[config.mk]
export PLATFORM = sky130hd
export DESIGN_NAME = server_info_reply_parser_flat
export DESIGN_NICKNAME = d
export VERILOG_FILES = /design/src/design/sirp_pkg.sv /design/src/design/sirp_in_if.sv /design/src/design/sirp_out_if.sv /design/src/design/sirp_parser.sv /design/src/design/sirp_out_stage.sv /design/src/design/server_info_reply_parser.sv /design/src/flat_wrapper.sv
export SDC_FILE = /design/constraint.sdc
export NUM_CORES = 1
export LEC_CHECK = 0
export BUFFER_PORTS_ARGS = -buffer_cell sky130_fd_sc_hd__buf_2
export CAP_MARGIN = 20
export CORE_AREA = 2 2 108 110
export DETAILED_ROUTE_END_ITERATION = 10
export DIE_AREA = 0 0 110 112
export PLACE_DENSITY = 0.63
export SLEW_MARGIN = 20
export SYNTH_ARGS = -nofsm -noshare
export SYNTH_HDL_FRONTEND = slang
export SYNTH_SLANG_ARGS = --single-unit
[constraint.sdc]
create_clock -name i_clk -period 2.08 [get_ports i_clk]
set_input_delay 0 -clock i_clk [delete_from_list [all_inputs] [get_ports i_clk]]
set_output_delay 0 -clock i_clk [all_outputs]
set_load 0.005 [all_outputs]
[src/design/sirp_pkg.sv]
package sirp_pkg;

    localparam logic [7:0] REPLY_TYPE_INFO = 8'h49;
    localparam logic [2:0] HEADER_SKIP     = 3'd4;
    localparam logic [1:0] LAST_STRING     = 2'd3;

    typedef enum logic [3:0] {
        PH_HEADER   = 4'd0,
        PH_PROTOCOL = 4'd1,
        PH_STRINGS  = 4'd2,
        PH_APP_LO   = 4'd3,
        PH_APP_HI   = 4'd4,
        PH_PLAYERS  = 4'd5,
        PH_LIMIT    = 4'd6,
        PH_BOTS     = 4'd7,
        PH_DONE     = 4'd8
    } t_phase;

    typedef enum logic [1:0] {
        ST_OK        = 2'd0,
        ST_BAD_TYPE  = 2'd1,
        ST_TRUNCATED = 2'd2
    } t_status;

    typedef struct packed {
        t_status            status;
        logic [7:0]         protocol_version;
        logic signed [15:0] application_id;
        logic [7:0]         player_count;
        logic [7:0]         player_limit;
        logic [7:0]         bot_count;
    } t_result;

endpackage

[src/design/sirp_in_if.sv]
interface sirp_in_if;
    logic       valid;
    logic       ready;
    logic [7:0] data_byte;
    logic       end_of_packet;

    modport source(output valid, output data_byte, output end_of_packet, input ready);
    modport sink(input valid, input data_byte, input end_of_packet, output ready);
endinterface

[src/design/sirp_out_if.sv]
interface sirp_out_if;
    logic               valid;
    logic               ready;
    logic [1:0]         status;
    logic [7:0]         protocol_version;
    logic signed [15:0] application_id;
    logic [7:0]         player_count;
    logic [7:0]         player_limit;
    logic [7:0]         bot_count;

    modport source(
        output valid, output status, output protocol_version, output application_id,
        output player_count, output player_limit, output bot_count, input ready
    );
    modport sink(
        input valid, input status, input protocol_version, input application_id,
        input player_count, input player_limit, input bot_count, output ready
    );
endinterface

[src/design/sirp_parser.sv]
module sirp_parser (
    input  logic              i_clk,
    input  logic              i_rst_n,
    input  logic              i_step,
    input  logic [7:0]        i_byte,
    input  logic              i_eop,
    output sirp_pkg::t_result o_result
);
    import sirp_pkg::*;

    t_phase             r_phase, c_phase, n_phase;
    logic [2:0]         r_hpos, c_hpos, n_hpos;
    logic [1:0]         r_strings, c_strings, n_strings;
    logic               r_mismatch, c_mismatch, n_mismatch;
    logic [7:0]         r_protocol, n_protocol;
    logic [15:0]        r_app_id, n_app_id;
    logic [7:0]         r_players, n_players;
    logic [7:0]         r_limit, n_limit;
    logic [7:0]         r_bots, n_bots;

    always_ff @(posedge i_clk) begin
        if (!i_rst_n) begin
            r_phase    <= PH_HEADER;
            r_hpos     <= '0;
            r_strings  <= '0;
            r_mismatch <= 1'b0;
        end else if (i_step) begin
            r_phase    <= n_phase;
            r_hpos     <= n_hpos;
            r_strings  <= n_strings;
            r_mismatch <= n_mismatch;
        end
    end

    always_ff @(posedge i_clk) begin
        if (i_step) begin
            r_protocol <= n_protocol;
            r_app_id   <= n_app_id;
            r_players  <= n_players;
            r_limit    <= n_limit;
            r_bots     <= n_bots;
        end
    end

    always_comb begin
        c_phase    = r_phase;
        c_hpos     = r_hpos;
        c_strings  = r_strings;
        c_mismatch = r_mismatch;
        n_protocol = r_protocol;
        n_app_id   = r_app_id;
        n_players  = r_players;
        n_limit    = r_limit;
        n_bots     = r_bots;

        unique case (r_phase)
            PH_HEADER: begin
                if (r_hpos < HEADER_SKIP) begin
                    c_hpos = r_hpos + 3'd1;
                end else if (i_byte != REPLY_TYPE_INFO) begin
                    c_mismatch = 1'b1;
                    c_phase    = PH_DONE;
                end else begin
                    c_phase = PH_PROTOCOL;
                end
            end
            PH_PROTOCOL: begin
                n_protocol = i_byte;
                c_phase    = PH_STRINGS;
            end
            PH_STRINGS: begin
                if (i_byte == 8'd0) begin
                    if (r_strings == LAST_STRING) begin
                        c_phase = PH_APP_LO;
                    end else begin
                        c_strings = r_strings + 2'd1;
                    end
                end
            end
            PH_APP_LO: begin
                n_app_id[7:0] = i_byte;
                c_phase       = PH_APP_HI;
            end
            PH_APP_HI: begin
                n_app_id[15:8] = i_byte;
                c_phase        = PH_PLAYERS;
            end
            PH_PLAYERS: begin
                n_players = i_byte;
                c_phase   = PH_LIMIT;
            end
            PH_LIMIT: begin
                n_limit = i_byte;
                c_phase = PH_BOTS;
            end
            PH_BOTS: begin
                n_bots  = i_byte;
                c_phase = PH_DONE;
            end
            PH_DONE: begin
            end
            default: begin
            end
        endcase

        o_result = '0;
        if (c_mismatch) begin
            o_result.status = ST_BAD_TYPE;
        end else if (c_phase == PH_DONE) begin
            o_result.status           = ST_OK;
            o_result.protocol_version = n_protocol;
            o_result.application_id   = n_app_id;
            o_result.player_count     = n_players;
            o_result.player_limit     = n_limit;
            o_result.bot_count        = n_bots;
        end else begin
            o_result.status = ST_TRUNCATED;
        end

        // packet closes: back to the header phase for the next one
        if (i_eop) begin
            n_phase    = PH_HEADER;
            n_hpos     = '0;
            n_strings  = '0;
            n_mismatch = 1'b0;
        end else begin
            n_phase    = c_phase;
            n_hpos     = c_hpos;
            n_strings  = c_strings;
            n_mismatch = c_mismatch;
        end
    end
endmodule

[src/design/sirp_out_stage.sv]
module sirp_out_stage (
    input  logic              i_clk,
    input  logic              i_rst_n,
    input  logic              i_load,
    input  sirp_pkg::t_result i_result,
    output logic              o_advance,
    sirp_out_if.source        o_out
);
    import sirp_pkg::*;

    logic    r_valid, n_valid;
    t_result r_result;

    assign o_advance = !r_valid || o_out.ready;

    always_comb begin
        n_valid = r_valid;
        if (o_advance) begin
            n_valid = i_load;
        end
    end

    always_ff @(posedge i_clk) begin
        if (!i_rst_n) begin
            r_valid <= 1'b0;
        end else begin
            r_valid <= n_valid;
        end
    end

    always_ff @(posedge i_clk) begin
        if (o_advance && i_load) begin
            r_result <= i_result;
        end
    end

    assign o_out.valid            = r_valid;
    assign o_out.status           = r_result.status;
    assign o_out.protocol_version = r_result.protocol_version;
    assign o_out.application_id   = r_result.application_id;
    assign o_out.player_count     = r_result.player_count;
    assign o_out.player_limit     = r_result.player_limit;
    assign o_out.bot_count        = r_result.bot_count;
endmodule

[src/design/server_info_reply_parser.sv]
// Server-info reply parser: takes one datagram byte per transaction, with
// end_of_packet on the final byte, and returns one transaction per datagram
// carrying the status and the decoded protocol, application id and counts
// (all fields zero unless the status is ok). A byte is taken every cycle
// while the result side keeps up; each byte is held in an input register and
// the parse step between it and the result register is combinational, so
// a datagram's result is loaded into the result register from its final byte.
module server_info_reply_parser (
    input  logic      i_clk,
    input  logic      i_rst_n,
    sirp_in_if.sink   i_in,
    sirp_out_if.source o_out
);
    import sirp_pkg::*;

    logic       r_in_valid, n_in_valid;
    logic [7:0] r_byte;
    logic       r_eop;
    logic       advance;
    logic       step;
    t_result    result;

    assign i_in.ready = !r_in_valid || advance;
    assign step       = r_in_valid && advance;

    always_comb begin
        n_in_valid = r_in_valid;
        if (i_in.valid && i_in.ready) begin
            n_in_valid = 1'b1;
        end else if (advance) begin
            n_in_valid = 1'b0;
        end
    end

    always_ff @(posedge i_clk) begin
        if (!i_rst_n) begin
            r_in_valid <= 1'b0;
        end else begin
            r_in_valid <= n_in_valid;
        end
    end

    always_ff @(posedge i_clk) begin
        if (i_in.valid && i_in.ready) begin
            r_byte <= i_in.data_byte;
            r_eop  <= i_in.end_of_packet;
        end
    end

    sirp_parser u_parser (
        .i_clk    (i_clk),
        .i_rst_n  (i_rst_n),
        .i_step   (step),
        .i_byte   (r_byte),
        .i_eop    (r_eop),
        .o_result (result)
    );

    sirp_out_stage u_out (
        .i_clk     (i_clk),
        .i_rst_n   (i_rst_n),
        .i_load    (r_in_valid && r_eop),
        .i_result  (result),
        .o_advance (advance),
        .o_out     (o_out)
    );
endmodule
[src/flat_wrapper.sv]
// flat-port wrapper written by rule: the top's interface ports become plain ports
module server_info_reply_parser_flat import sirp_pkg::*;
  (i_clk, i_rst_n, i_in_valid, i_in_data_byte, i_in_end_of_packet, i_in_ready, o_out_valid, o_out_status, o_out_protocol_version, o_out_application_id, o_out_player_count, o_out_player_limit, o_out_bot_count, o_out_ready);
  sirp_in_if i_in_i ();
  sirp_out_if o_out_i ();
  input  logic i_clk;
  input  logic i_rst_n;
  input wire logic [$bits(i_in_i.valid)-1:0] i_in_valid;
  input wire logic [$bits(i_in_i.data_byte)-1:0] i_in_data_byte;
  input wire logic [$bits(i_in_i.end_of_packet)-1:0] i_in_end_of_packet;
  output wire logic [$bits(i_in_i.ready)-1:0] i_in_ready;
  output wire logic [$bits(o_out_i.valid)-1:0] o_out_valid;
  output wire logic [$bits(o_out_i.status)-1:0] o_out_status;
  output wire logic [$bits(o_out_i.protocol_version)-1:0] o_out_protocol_version;
  output wire logic [$bits(o_out_i.application_id)-1:0] o_out_application_id;
  output wire logic [$bits(o_out_i.player_count)-1:0] o_out_player_count;
  output wire logic [$bits(o_out_i.player_limit)-1:0] o_out_player_limit;
  output wire logic [$bits(o_out_i.bot_count)-1:0] o_out_bot_count;
  input wire logic [$bits(o_out_i.ready)-1:0] o_out_ready;
  assign i_in_i.valid = i_in_valid;
  assign i_in_i.data_byte = i_in_data_byte;
  assign i_in_i.end_of_packet = i_in_end_of_packet;
  assign i_in_ready = i_in_i.ready;
  assign o_out_valid = o_out_i.valid;
  assign o_out_status = o_out_i.status;
  assign o_out_protocol_version = o_out_i.protocol_version;
  assign o_out_application_id = o_out_i.application_id;
  assign o_out_player_count = o_out_i.player_count;
  assign o_out_player_limit = o_out_i.player_limit;
  assign o_out_bot_count = o_out_i.bot_count;
  assign o_out_i.ready = o_out_ready;
  server_info_reply_parser u_core (.i_clk(i_clk), .i_rst_n(i_rst_n), .i_in(i_in_i), .o_out(o_out_i));
endmodule
Yosys cells after proc, flatten, opt, wreduce, memory -nomap -nowiden
Cells that the tools add are included.
- $lt $le $gt $ge: 1
- bitwise operators: 1
- add/subtract/negate cells: 2
- equality and inequality tests: 11
- reduce and logical (&&, ||, !) cells: 18
- muxes and demuxes: 26
- operator list (cell ; count):
    2-to-1 mux 8 bit ; 6
    case mux 4 bit (8 select lines) ; 1
    2-to-1 mux 4 bit ; 5
    == test 4 x 3 -> 1 bit, second input constant ; 4
    2-to-1 mux 2 bit ; 5
    nonzero test 2 bit ; 5
    2-to-1 mux 3 bit ; 3
    == test 4 x 2 -> 1 bit, second input constant ; 2
    logical NOT 8 bit ; 1
    inequality test 8 x 7 -> 1 bit, second input constant ; 1
    2-to-1 mux 1 bit ; 6
    == test 4 x 1 -> 1 bit, second input constant ; 1
    == test 4 bit, second input constant ; 1
    logical AND 1 bit ; 4
    logical NOT 4 bit ; 1
    AND reduction 4 bit ; 1
    adder 3 x 1 -> 3 bit, second input constant ; 1
    < comparator 3 bit, second input constant ; 1
    AND reduction 3 bit ; 1
    adder 2 x 1 -> 2 bit, second input constant ; 1
    == test 2 bit, second input constant ; 1
    logical NOT 1 bit ; 2
    logical OR 1 bit ; 2
    inequality test 2 x 1 -> 1 bit, second input constant ; 1
    other kinds (2) ; 2
- flip-flop bits (word level): 119
- bits of input ports: 13
- output and inout port bits: 52
- logic and storage cells: 78

Logic depth before layout (Yosys ltp)
- depth in word-level cells: 7
- gate-level depth with buffers: 7
- mapped depth without buffers: 5

Cells and area by module
A second synthesis with hierarchy kept.
- cells, all modules: 309
- area total of the unflattened synthesis: 4984.8 µm²
- by module, submodules not included (module ; cells each ; area each (µm²) ; instances ; sequential area each (µm²)):
    sirp_parser ; 238 ; 3083.0 ; 1 ; 1641.6
    sirp_out_stage ; 55 ; 1559.0 ; 1 ; 1521.5
    server_info_reply_parser ; 16 ; 342.8 ; 1 ; 290.3

Least setup slack after synthesis
OpenSTA, ideal clock, no wires.
- path kind: reg-to-reg
- start point: reg u_core.u_out.r_valid (netlist: u_core.u_out.o_out.valid)
- end point: reg u_core.u_parser.r_hpos[0]
- clock period less this slack: 2.003 ns
- data required time: 1.959 ns
- setup time: 0.121 ns
- stages on the path, launching flop included: 6
- path slack: 0.077 ns
- buffers on the path: 0
- data arrival time: 1.882 ns
- path through: dfxtp_1 nand2b_1 nand2_1 inv_1 o21a_1 o22ai_1
- cells in the longest elaborated chain, start to end: 4
- RTL lines (what ; RTL line ; RTL):
    from (decl) ; sirp_out_stage.sv:11 ; logic r_valid, n_valid;
    from (signal assigned) ; sirp_out_stage.sv:27 ; r_valid <= n_valid;
    logical NOT 1 bit ; sirp_out_stage.sv:14 ; assign o_advance = !r_valid || o_out.ready;
    logical OR 1 bit ; sirp_out_stage.sv:14 ;
    logical AND 1 bit ; server_info_reply_parser.sv:24 ; assign step = r_in_valid && advance;
    net u_core.step ; server_info_reply_parser.sv:20 ; logic step;
    AND reduction 3 bit (no line) ; -- ;
    to (signal assigned) ; sirp_parser.sv:29 ; r_hpos <= n_hpos;
    to (decl) ; sirp_parser.sv:12 ; logic [2:0] r_hpos, c_hpos, n_hpos;
The timed path passes the listed nets, and every way through them passes these cells.
A chain may end at the register's enable or synchronous reset.

Worst setup path in the final report
- start point: reg u_core.u_parser.r_phase[0]
- end point: reg u_core.u_out.r_result, in the netlist u_core.u_out.o_out.player_count[6], data pin
- elaborated cells between the ends (all ways): 17
- those cells by class: eq/ne (8); mux (6); bitwise (1); reduce/logical (2)
- RTL lines (what ; RTL line ; RTL):
    from (decl) ; sirp_parser.sv:11 ; t_phase r_phase, c_phase, n_phase;
    from (signal assigned) ; sirp_parser.sv:28 ; r_phase <= n_phase;
    == test 4 x 3 -> 1 bit ; sirp_parser.sv:56 ; unique case (r_phase)
    2-to-1 mux 8 bit ; sirp_parser.sv:56 ;
    net u_core.u_parser.n_players[6] ; sirp_parser.sv:17 ; logic [7:0] r_players, n_players;
    to (signal assigned) ; sirp_out_stage.sv:33 ; r_result <= i_result;
    to (decl) ; sirp_out_stage.sv:12 ; t_result r_result;
The timed path passes the listed nets, and every way through them passes these cells.

==> impl_metrics.env <==
export IMPL_grt_met1_usage_pct=22.69
export IMPL_post_cts_resized=0
export IMPL_final_common_cell="edfxtp_1"
export IMPL_synth_flop_cell="edfxtp_1"
export IMPL_cts_root_buf="clkbuf_16"
export IMPL_yosys_area_top_type="edfxtp_1"
export IMPL_worst_setup_path_start_kind="flop"
export IMPL_die_area_sq_um=12320
export IMPL_cp_data_arrival_time_ns=2.03
export IMPL_ys_top_cells_by_area="edfxtp_1 65%, mux2_2 11%, nor2b_1 6.2%"
export IMPL_grt_pass1_vias=2909
export IMPL_cts_tree="done"
export IMPL_netlist_area_sq_um=4927
export IMPL_r2r_cells=4
export IMPL_clk_path_buf_depth=2
export IMPL_run_status="finished clean"
export IMPL_synth_edf_count=107
export IMPL_routed_wl_um=9600
export IMPL_power_density_nw_per_um2=911.5
export IMPL_cts_buffers_inserted=17
export IMPL_clock_sinks=119
export IMPL_tightest_slew_ns=0.5570
export IMPL_die_height_um=112
export IMPL_clkSlewWorstSetupHoldPaths_ns=0.06
export IMPL_drt_initial_drc_count=101
export IMPL_vias_per_cell=5.081
export IMPL_reg2reg_to="u_core.u_out.o_out.player_count[6]"
export IMPL_synth_cells=311
export IMPL_first_pass_iters=4
export IMPL_io_pins=65
export IMPL_register_area_sq_um=3453
export IMPL_setup_viol=0
export IMPL_antenna_found_initial=0
export IMPL_grt_pass1_wl_um=15190
export IMPL_ys_ff_latch=119
export IMPL_dp_slack_ns=0.2197
export IMPL_syn_nets=326
export IMPL_h_tree_depth=4
export IMPL_vdd_drop_max_v=0.0004913
export IMPL_required_ns=2.23
export IMPL_gp_congestion=0.8250
export IMPL_criticalPathCategory="flop to flop"
export IMPL_timing_fmax_mhz=532.7
export IMPL_worstSkewPairLatency_ns=0.41
export IMPL_syn_avg_cell_area_sq_um=15.84
export IMPL_slew_violations=0
export IMPL_antenna_diode_count=0
export IMPL_async_reset_ff_share_pct=0
export IMPL_vias=2881
export IMPL_grt_setup_unrepaired="no"
export IMPL_overflow=0
export IMPL_final_cell_mix="107 x edfxtp_1, 64 x buf_2, 49 x nor2b_1"
export IMPL_hp_start="i_in_end_of_packet"
export IMPL_initial_core_util_pct=44.09
export IMPL_fin_crit_sh_pct=90.25
export IMPL_relSlewSlack_pct=62.58
export IMPL_drive_above_1_share_pct=41.04
export IMPL_met3_usage_pct=5.152
export IMPL_busiest_layer="met2"
export IMPL_r2r_slack_ns=0.20
export IMPL_met2_usage_pct=25.93
export IMPL_yosys_warnings=0
export IMPL_ant_nets=0
export IMPL_skew_ns=0.007895
export IMPL_fp_row_count=39
export IMPL_period_needed_ns=1.877
export IMPL_setup_tns_ns=0
export IMPL_dpl_hpwl_um=5794
export IMPL_syn_to_final_growth_pct=25.72
export IMPL_final_nets=426
export IMPL_yosysSeqAreaShare_pct=70.09
export IMPL_portBuffers=64
export IMPL_drc=0
export IMPL_hold_end="u_core.r_eop"
export IMPL_ys_types=43
export IMPL_cap_violations=0
export IMPL_grt_start_max_net_pins=52
export IMPL_hold_viol=0
export IMPL_holdPathStages=2
export IMPL_routedWlPerCell_um=16.93
export IMPL_crit_fanout=8
export IMPL_multiInputGateArea_sq_um=1386
export IMPL_hold_class="input pin to flop"
export IMPL_core_sq_um=11170
export IMPL_die_x_um=110
export IMPL_leakagePower_nw=2.200
export IMPL_setup_ws_ns=0.2028
export IMPL_regToRegStartpoint="u_core.u_parser.r_phase[0]"
export IMPL_fillerInstances=915
export IMPL_critPathCaptureType="flop"
export IMPL_yosysTopAreaCellShare_pct=65.21
export IMPL_track_usage_pct=16.86
through the flow:
stage / std cells / total power [mW] / util (%) / instance area (sq um) / hold WS, ns
5_1_grt: 567 / 5.830 / 55.44 / 6195 / 0.2934
6_report: 567 / 5.646 / 55.44 / 6195 / 0.3002
4_1_cts: 567 / 5.691 / 55.44 / 6195 / 0.2800
2_1_floorplan: 311 / 2.866 / - / 4927 / 0.09887
3_3_place_gp: 522 / 2.961 / 49.31 / 5510 / 0.1774
3_5_place_dp: 522 / 2.968 / 49.31 / 5510 / 0.1781
worst max-delay path, cell delays in order, from the launching register on:
cell      delay [ns]
dfxtp_1         0.46
nand2b_1        0.18
nor2_2          0.43
mux2_2          0.40
nor2b_1         0.15
power by group:
| part | switching, mW | leakage, nW | internal (mW) |
|---|---|---|---|
| clock network | 1.07 | 0.267 | 1.64 |
| registers | 0.0294 | 1.08 | 2.67 |
| logic | 0.128 | 0.848 | 0.107 |
| total | 1.23 | 2.20 | 4.42 |
cell families after synthesis:
| family | after synthesis | synth area share, % |
|---|---|---|
| muxes | 48 | 10.97 |
| adders and majority gates | 2 | 0.5078 |
| and+or+nand+nor | 102 | 13.89 |
| buffers and inverters | 18 | 1.777 |
| DFF | 119 | 70.09 |
| AOI/OAI and AO/OA | 22 | 2.768 |
sequential cells by signal, indices dropped and copies added, names as in the netlist:
| signal | flops |
|---|---|
| u_core.u_out.o_out.bot_count | 8 |
| u_core.u_parser.r_players | 8 |
| u_core.r_in_valid | 1 |
| u_core.u_out.o_out.protocol_version | 8 |
| u_core.u_out.o_out.player_limit | 8 |
| u_core.u_parser.r_bots | 8 |
| u_core.u_parser.r_mismatch | 1 |
| u_core.u_parser.r_phase | 4 |
| u_core.u_parser.r_strings | 2 |
| u_core.u_out.o_out.player_count | 8 |
| u_core.u_parser.r_hpos | 3 |
| u_core.u_out.o_out.valid | 1 |
| u_core.r_eop | 1 |
| u_core.u_parser.r_limit | 8 |
| u_core.u_parser.r_protocol | 8 |
| u_core.u_out.o_out.application_id | 16 |
| u_core.r_byte | 8 |
| u_core.u_out.o_out.status | 2 |
| u_core.u_parser.r_app_id | 16 |
area by class of cell:
class	instances	share of cell area, %
clock buffers	17	6.867
multi-input cells	174	22.38
repair buffers	94	9.735
inverters	5	0.3030
flip-flops and latches	119	55.75
well taps	143	2.888
clock inverters	15	2.080
metal layers:
layer	routed length [um]	up-vias	share of wire [%]
met5	0	-	0
met4	99	0	1.0
met3	378	8	3.9
met2	4835	69	50
met1	4288	1437	45
li1	-	1367	-
synth_stat cells, drive strengths merged (2+ instances only):
cell type,count
edfxtp,107
nor2b,49
mux2,48
nand2,15
dfxtp,12
buf,7
nor2,7
a31oi,6
clkbuf,6
nand2b,6
nor3,6
a21oi,5
inv,5
o21ai,4
or4,3
ha,2
nand3,2
nand4b,2
nor3b,2
nor4,2
o22ai,2
or4b,2
worst max-delay path by stage:
stage,start,to,slack (ns),depth (start not counted)
2_1_floorplan,u_core.u_out.o_out.valid,u_core.u_parser.r_hpos[0],0.08,5
5_1_grt,u_core.u_parser.r_phase[0],u_core.u_out.o_out.player_count[6],0.07,4
6_report,u_core.u_parser.r_phase[0],u_core.u_out.o_out.player_count[6],0.20,4
3_5_place_dp,u_core.u_parser.r_phase[3],u_core.u_out.o_out.player_limit[5],0.22,4
3_3_place_gp,u_core.r_byte[2],u_core.u_out.o_out.status[1],0.24,4
4_1_cts,u_core.u_parser.r_phase[0],u_core.u_out.o_out.player_count[6],0.19,4
repair_timing:
action | 4_1_cts | 5_1_grt
setup buffers | 0 | 0
hold endpoints to repair | 17 | 0
hold buffers | 13 | 0
(Power assumes the default switching activity.)
